[src/rtl/hte_pkg.sv]
// ----------------------------------------------------------------------------
// hte_pkg
// Shared types, field widths and codes for the hash table engine.
// ----------------------------------------------------------------------------
package hte_pkg;

    localparam int HTE_NUM_BUCKETS = 64;
    localparam int HTE_WAYS        = 4;

    localparam int OP_W  = 2;
    localparam int KEY_W = 32;
    localparam int VAL_W = 32;
    localparam int STS_W = 2;

    // request opcodes; the unused code behaves as a lookup
    localparam logic [OP_W-1:0] OP_LOOKUP = 2'd0;
    localparam logic [OP_W-1:0] OP_INSERT = 2'd1;
    localparam logic [OP_W-1:0] OP_REMOVE = 2'd2;

    // response status codes
    localparam logic [STS_W-1:0] STS_OK        = 2'd0;
    localparam logic [STS_W-1:0] STS_NOT_FOUND = 2'd1;
    localparam logic [STS_W-1:0] STS_DUPLICATE = 2'd2;
    localparam logic [STS_W-1:0] STS_FULL      = 2'd3;

    // storage port strobes from the sequencer
    typedef struct packed {
        logic row_rd;
        logic row_wr;
        logic ent_rd;
        logic ent_wr;
    } t_store_ctl;

endpackage

[src/rtl/hte_match.sv]
// ----------------------------------------------------------------------------
// hte_match
// Shared compare unit: key match for one way, lowest free way of the row.
// ----------------------------------------------------------------------------
module hte_match
    import hte_pkg::*;
#(
    parameter int WAYS = HTE_WAYS
) (
    input  logic [WAYS-1:0]  i_vrow,
    input  logic [(WAYS > 1 ? $clog2(WAYS) : 1)-1:0] i_way,
    input  logic [KEY_W-1:0] i_key_rd,
    input  logic [KEY_W-1:0] i_key,
    output logic             o_hit,
    output logic             o_free_found,
    output logic [(WAYS > 1 ? $clog2(WAYS) : 1)-1:0] o_free_way
);

    localparam int WAY_W = (WAYS > 1) ? $clog2(WAYS) : 1;

    assign o_hit = i_vrow[i_way] && (i_key_rd == i_key);

    // scan from the top so the lowest free way wins
    always_comb begin
        o_free_found = 1'b0;
        o_free_way   = '0;
        for (int w = WAYS - 1; w >= 0; w--) begin
            if (!i_vrow[w]) begin
                o_free_found = 1'b1;
                o_free_way   = WAY_W'(w);
            end
        end
    end

endmodule
[config.mk]
export PLATFORM = sky130hd
export DESIGN_NAME = hte_match
export DESIGN_NICKNAME = d
export VERILOG_FILES = /design/src/rtl/hte_pkg.sv /design/src/rtl/hte_match.sv
export SDC_FILE = /design/constraint.sdc
export NUM_CORES = 1
export LEC_CHECK = 0
export ABC_CLOCK_PERIOD_IN_PS = 1830
export BUFFER_PORTS_ARGS = -buffer_cell sky130_fd_sc_hd__buf_2
export CORE_UTILIZATION = 30
export DETAILED_ROUTE_END_ITERATION = 6
export PLACE_DENSITY = 0.93
export SYNTH_ARGS = -nofsm -noshare
export SYNTH_HDL_FRONTEND = slang
export SYNTH_SLANG_ARGS = --single-unit
[constraint.sdc]
create_clock -name vclk -period 1.83
set_clock_uncertainty 0.05 [all_clocks]
set_input_delay 0.2745 -clock vclk [all_inputs]
set_output_delay 0.2745 -clock vclk [all_outputs]
set_load 0.05 [all_outputs]
Yosys cells after proc, flatten, opt, wreduce, memory -nomap -nowiden
Cells that the tools add are included.

storage, ports and cells
  bits in latches = 0
  memory bits (read-only) = 0
  memories = 0
  RAM bits = 0
  input bits = 70
  register bits = 0
  word-level logic and storage cells = 13

cells by class
  add/subtract/negate cells = 0
  divide/modulo/power cells = 0
  bitwise operators = 0
  muxes and demuxes = 10
  $mul = 0
  shift-type cells = 0
  magnitude comparators = 1
  eq/ne operators = 1
  reductions and logical operators = 1

operators with widths
  kind                count
  $eq 32x32->1        1
  $mux 2              4
  $mux 1              5
  $lt 2x3->1 const B  1
  $bmux 1 s2          1
  $logic_and 1x1->1   1

Longest topological paths before layout
Gate-level depths: netlist (run 1).

  depth after elaboration = 4
  depth in mapped cells = 4

Least setup slack after synthesis (run 1)
Ideal clock, no wire load.

  path type = input port to output port
  start point = in i_key[24]
  end point = out o_hit
  data arrival time = 1718 ps
  slack = -213 ps
  cell stages on the path = 4
  data required time = 1505 ps
  path through = xor2_1 -> nor4_2 -> nand3_1 -> nor4_2

on the way
  cells in the longest elaborated chain, start to end = 2

RTL lines
  what               RTL line         source
  from (decl)        hte_match.sv:13  input logic [KEY_W-1:0] i_key,
  $eq 32x32->1       hte_match.sv:21  assign o_hit = i_vrow[i_way] && (i_key_rd == i_key);
  $logic_and 1x1->1  hte_match.sv:21
  to (decl)          hte_match.sv:14  output logic o_hit,

No other way between the ends.

Worst setup path in the final report (run 1)
  start point = in i_key[25]
  end point = out o_hit

Same word-level chain as after synthesis.

==> impl_results.md, run 1 <==
* Setup crit end kind: output port
* Final setup vio count at 0
* Final worst path period share at 0.9528
* Worst hold path endpoint: o_free_way[1]
* Worst-path cell chain: buf_2 -> xor2_1 -> nor4_1 -> nand4_1 -> nor4_4 -> buf_4
* MaxCap Viol Count at 0
* Peak Freq at 573.5 MHz
* Routed WL per cell at 9.826 um
* Fillers at about 120
* Final ANT Viol Nets at 0
* Hpwl dp at 1.279 mm
* PwrDens at about 210 nW/um^2
* Num rows at 13
* Hold WC Path Type: primary input to output port
* Worst Hold Margin at ~860 ps
* Tmin final at 1744 ps
* Yosys cell types at 11
* Largest area contributor in the netlist: xor2_1
* Leakage at roughly 0.45 nW
* First-pass GRT wire length at 1.656 mm
* Synth Area per Inst at 8.529 sq um
* I/O pin cnt at 74
* Status: finished, final reports clean
* Critical path buffers and inverters at 2
* Synth area leaders: xor2_1, xnor2_1, nor4_2, nand4_1, nor4_1
* Unrepaired setup endpoints after global routing: no
* Gp weighted congestion at 0.6917
* Max-slew violation count at 0
* Final wirelength at ~1.4 mm
* Critical path's top delay family: simple AND/OR/NAND/NOR gates
* Die Y at roughly 39 um
* WHS Path Cells at 3
* CP max FO at 1
* Vias per std cell at 4.587
* Startpoint types: primary input
* Via Count at between 600 and 700
* TritonRoute pass-1 iters at 4
* Reg area at 0 sq um
* Area Overhead vs Synth at 97.31%
* Leading cell types by count after synthesis: xor2_1, xnor2_1, nand4_1, nor4_1, nor4_2
* Arrival time worst endpoint at 1420 ps
* Grt total ovfl at 0
* Slowest cell delay on critical path at 300 ps
* DRC Markers at 0
* Worst Path Required at 1510 ps
* Yosys warning total at 0
* FFs & Latches at 0
* Synth top area share at 0.5030
* Crit-path slowest cell: nor4_1
* Most numerous cell in the Yosys netlist: xor2_1
* Worst-Margin Slew at roughly 270 ps
* Die ar. at between 1500 and 2000 sq um
* Share of layout cells above drive strength 1 at 0.6423
* Port Buf Inserts at 74
* Antenna Cells at 0
* Clock buffers at 0
* Syn_nets at 119
* Vias in the first global route at 497
* DIE WIDTH at 39.32 um
* CP startpoint: i_key[25]
* Slew headroom at 0.8211
* Syn Std Cell Area at roughly 420 sq um
* Layout Utilization at 0.6337
* Total core area at 1301 sq um
* Setup Crit Path Kind: primary input to output port
* Hold Crit Start: i_vrow[3]
* Cell count along the critical path at 6
* Initial drt markers at 3
* Largest net degree at the start of global routing at 5
* Sequential-to-total area share from yosys stat at 0
* Hold_buf cts at 0
* Initial antenna violation count at 0
* GRT Overall Usage at 0.1501
* Initial Util at 0.3212
* Peak VDD IR at between 100 and 150 uV
* Setup TNS at 0 ps
* Nets at between 150 and 200
* Final hold violation count at 0
* Synth Instances at 49
## per-stage QoR
step / cell area, sq um / setup slack (ps) / cells / power [mW]
finish: 824.5 / 86.31 / 138 / 0.1764
global route: 824.5 / 3.993 / 138 / 0.1923
CTS: 818.3 / 45.93 / 138 / 0.1756
detailed placement: 815.8 / -5.682 / 138 / 0.1750
global placement: 815.8 / -12.50 / 138 / 0.1702
floorplan: 426.7 / 72.14 / 49 / 0.07804
## area by class of cell
type	instances	area (sq um)	area share
Multi-Input combinational cell	49	432.9	0.5250
Timing Repair Buffer	74	372.9	0.4522
Tap cell	15	18.77	0.02276
## cells in the final DEF (no fill, tap or decap), drive strengths merged
cell,synthesis,routed
nand3,1,1
a21boi,1,1
nand2b,1,1
xnor2,8,8
nand4,4,4
xor2,24,24
nand2,1,1
mux4,1,1
nor4,7,7
buf,0,74
a21oi,1,1
## cell families (layout without fill, tap and decap cells)
family	after synthesis	in the layout	synth area share
multiplexers	1	1	0.05389
AO/OA/AOI/OAI	2	2	0.02994
XOR/XNOR	32	32	0.6707
AND/OR/NAND/NOR	14	14	0.2455
buffers and inverters	0	74	0
## per-layer routing
metal	vias to the layer above	GRT usage	wire length, um
met1	265	0.1497	435
met5	-	0	0
met2	43	0.3417	774
li1	325	-	-
met3	0	0.005682	146
met4	0	0	0
## timing repair
| item | CTS | global route |
|---|---|---|
| gates cloned | 0 | 0 |
| pin swaps | 0 | 1 |
| gates resized for setup | 1 | 1 |
| endpoints found under the setup margin | 1 | 1 |
| buffers inserted | 0 | 0 |
## worst max path at each step
| stage | end | slack (ps) |
|---|---|---|
| 6_report | o_hit | 90 |
| 5_1_grt | o_hit | 4 |
| 4_1_cts | o_hit | 50 |
| 3_5_place_dp | o_hit | -6 |
| 3_3_place_gp | o_hit | -10 |
| 2_1_floorplan | o_hit | 70 |
## power breakdown
part,internal (mW),switching (mW)
logic,0.0984,0.0780
clock network,0,0
registers,0,0
Power figures use the tool's default switching activity.
==> run 2: changes to the inputs <==
--- a/config.mk
+++ b/config.mk
@@ -10,6 +10,7 @@
 export CORE_UTILIZATION = 30
 export DETAILED_ROUTE_END_ITERATION = 6
 export PLACE_DENSITY = 0.93
+export SETUP_SLACK_MARGIN = 0.5
 export SYNTH_ARGS = -nofsm -noshare
 export SYNTH_HDL_FRONTEND = slang
 export SYNTH_SLANG_ARGS = --single-unit
==> run 2 against run 1 <==
Net effect: via count increased by 0.95%; combinational power rose by 5%; sequential cell count unchanged; cell area grew 3.2%; cell count unchanged; routed wire length up 6.2%; non-clock buffer count is the same; fmax up 0.31%; worst setup slack improved by 5.5 ps; global-route usage grew 1.5 points; critical path depth is the same; power rose by 4.8%; largest power group unchanged.
==> impl_results.md, run 2 (synthesized netlist as in run 1, its figures left out) <==
* Setup crit end kind: output port (unchanged)
* Unrepaired setup endpoints after global routing: yes (was no)
* Port Buf Inserts at 74 (unchanged)
* Hpwl dp at 1.330 mm (was 1.279 mm)
* Area Overhead vs Synth at 103.6% (was 97.31%)
* Total core area at 1301 sq um (unchanged)
* Peak Freq at 575.3 MHz (was 573.5 MHz)
* Via Count at 639 (was 633)
* TritonRoute pass-1 iters at 2 (was 4)
* DIE WIDTH at 39.32 um (unchanged)
* Commonest non-fill, non-tap cell in the layout: buf_2 (unchanged)
* CP max FO at 1 (unchanged)
* Status: finished, final reports clean (unchanged)
* Routed WL per cell at 10.43 um (was 9.826 um)
* Fillers at 117 (was 122)
* Nets at 195 (unchanged)
* Cell Count Post-Placement at 138 (unchanged)
* FFs & Latches at 0 (unchanged)
* Most frequent cells in the layout: buf_2, xor2_1, xnor2_1 (unchanged)
* Hold WC Path Type: primary input to output port (unchanged)
* Setup Crit Path Kind: primary input to output port (unchanged)
* Initial drt markers at 2 (was 3)
* Peak VDD IR at 145.9 uV (was 122.2 uV)
* Vias per std cell at 4.630 (was 4.587)
* Final setup vio count at 0 (unchanged)
* DRC Markers at 0 (unchanged)
* Share of layout cells above drive strength 1 at 0.6748 (was 0.6423)
* Initial antenna violation count at 0 (unchanged)
* First-pass GRT wire length at 1.849 mm (was 1.656 mm)
* Leakage at 0.4508 nW (was 0.4487 nW)
* Num rows at 13 (unchanged)
* Final ANT Viol Nets at 0 (unchanged)
* Slew headroom at 0.8430 (was 0.8211)
* Largest net degree at the start of global routing at 5 (unchanged)
* Worst Path Required at 1510 ps (about the same)
* Final hold violation count at 0 (unchanged)
* MaxCap Viol Count at 0 (unchanged)
* GRT Overall Usage at 0.1651 (was 0.1501)
* Max-slew violation count at 0 (unchanged)
* Antenna Cells at 0 (unchanged)
* Post-Layout Cell Count at 138 (unchanged)
* Worst-Margin Slew at 233.3 ps (was 265.9 ps)
* Placed cell area at 823.3 sq um (was 815.8 sq um)
* Tmin final at 1738 ps (was 1744 ps)
* Die ar. at 1546 sq um (unchanged)
* Arrival time worst endpoint at 1410 ps (was 1420 ps)
* Clock buffers at 0 (unchanged)
* Hold Crit Start: i_vrow[2] (was i_vrow[3])
* Startpoint types: primary input (unchanged)
* Vias in the first global route at 551 (was 497)
* Gp weighted congestion at 0.7026 (was 0.6917)
* Grt total ovfl at 0 (unchanged)
* Die Y at 39.32 um (unchanged)
* Post-CTS Setup Bufs at 0 (unchanged)
* Post-route cell area at 850.8 sq um (was 824.5 sq um)
* Layout Utilization at 0.6538 (was 0.6337)
* I/O pin cnt at 74 (unchanged)
* Hold_buf cts at 0 (unchanged)
* CP startpoint: i_key[24] (was i_key[25])
* Final wirelength at 1.440 mm (was 1.356 mm)
* Final worst path period share at 0.9499 (was 0.9528)
* PwrDens at 217.4 nW/um^2 (was 213.9 nW/um^2)
* Reg area at 0 sq um (unchanged)
* Initial Util at 0.3212 (unchanged)
==> run 2: metrics by stage <==
stage | worst slack [ps] | TNS, ps | total power [mW] | hold slack [ps]
4_1_cts | 72.58 | 0 | 0.1789 | 863.7
2_1_floorplan | 72.14 | 0 | 0.07926 | 643.4
3_3_place_gp | -7.696 | -7.696 | 0.1716 | 859.1
5_1_grt | 20.22 | 0 | 0.2011 | 882.9
3_5_place_dp | -12.77 | -12.77 | 0.1783 | 862.2
6_report | 91.76 | 0 | 0.1849 | 866.7
==> run 2: path summary, 6_finish.rpt <==
check                           end  cells past startpoint
worst min-delay path  o_free_way[1]                      3
worst max-delay path          o_hit                      6
==> run 2: cell type report <==
class	count	area, sq um	share of cell area
multi-input combinational	49	452.9	0.5324
timing repair buffer	74	379.1	0.4456
tap	15	18.77	0.02206
==> run 2: report_power, final <==
part	total, mW	switching [mW]	internal, mW
Clock	0	0	0
Sequential	0	0	0
Combinational	0.185	0.0840	0.101
Total	0.185	0.0840	0.101
==> run 2: layer usage <==
metal,vias to the layer above,part of all wire,global-route usage
met3,0,0.10,0.01136
met1,273,0.35,0.1892
met2,43,0.55,0.3417
met5,-,0,0
met4,0,0,0
li1,323,-,-
==> run 2: critical path, cell delays in order <==
cell     delay [ps]
buf_2           100
xor2_1          170
nor4_2          270
nand3_1         160
nor4_4          240
buf_6           190
==> run 2: what timing repair did <==
action | CTS | global route
setup endpoints to repair | 1 | 2
gates resized for setup | 2 | 4
pin swaps | 2 | 2
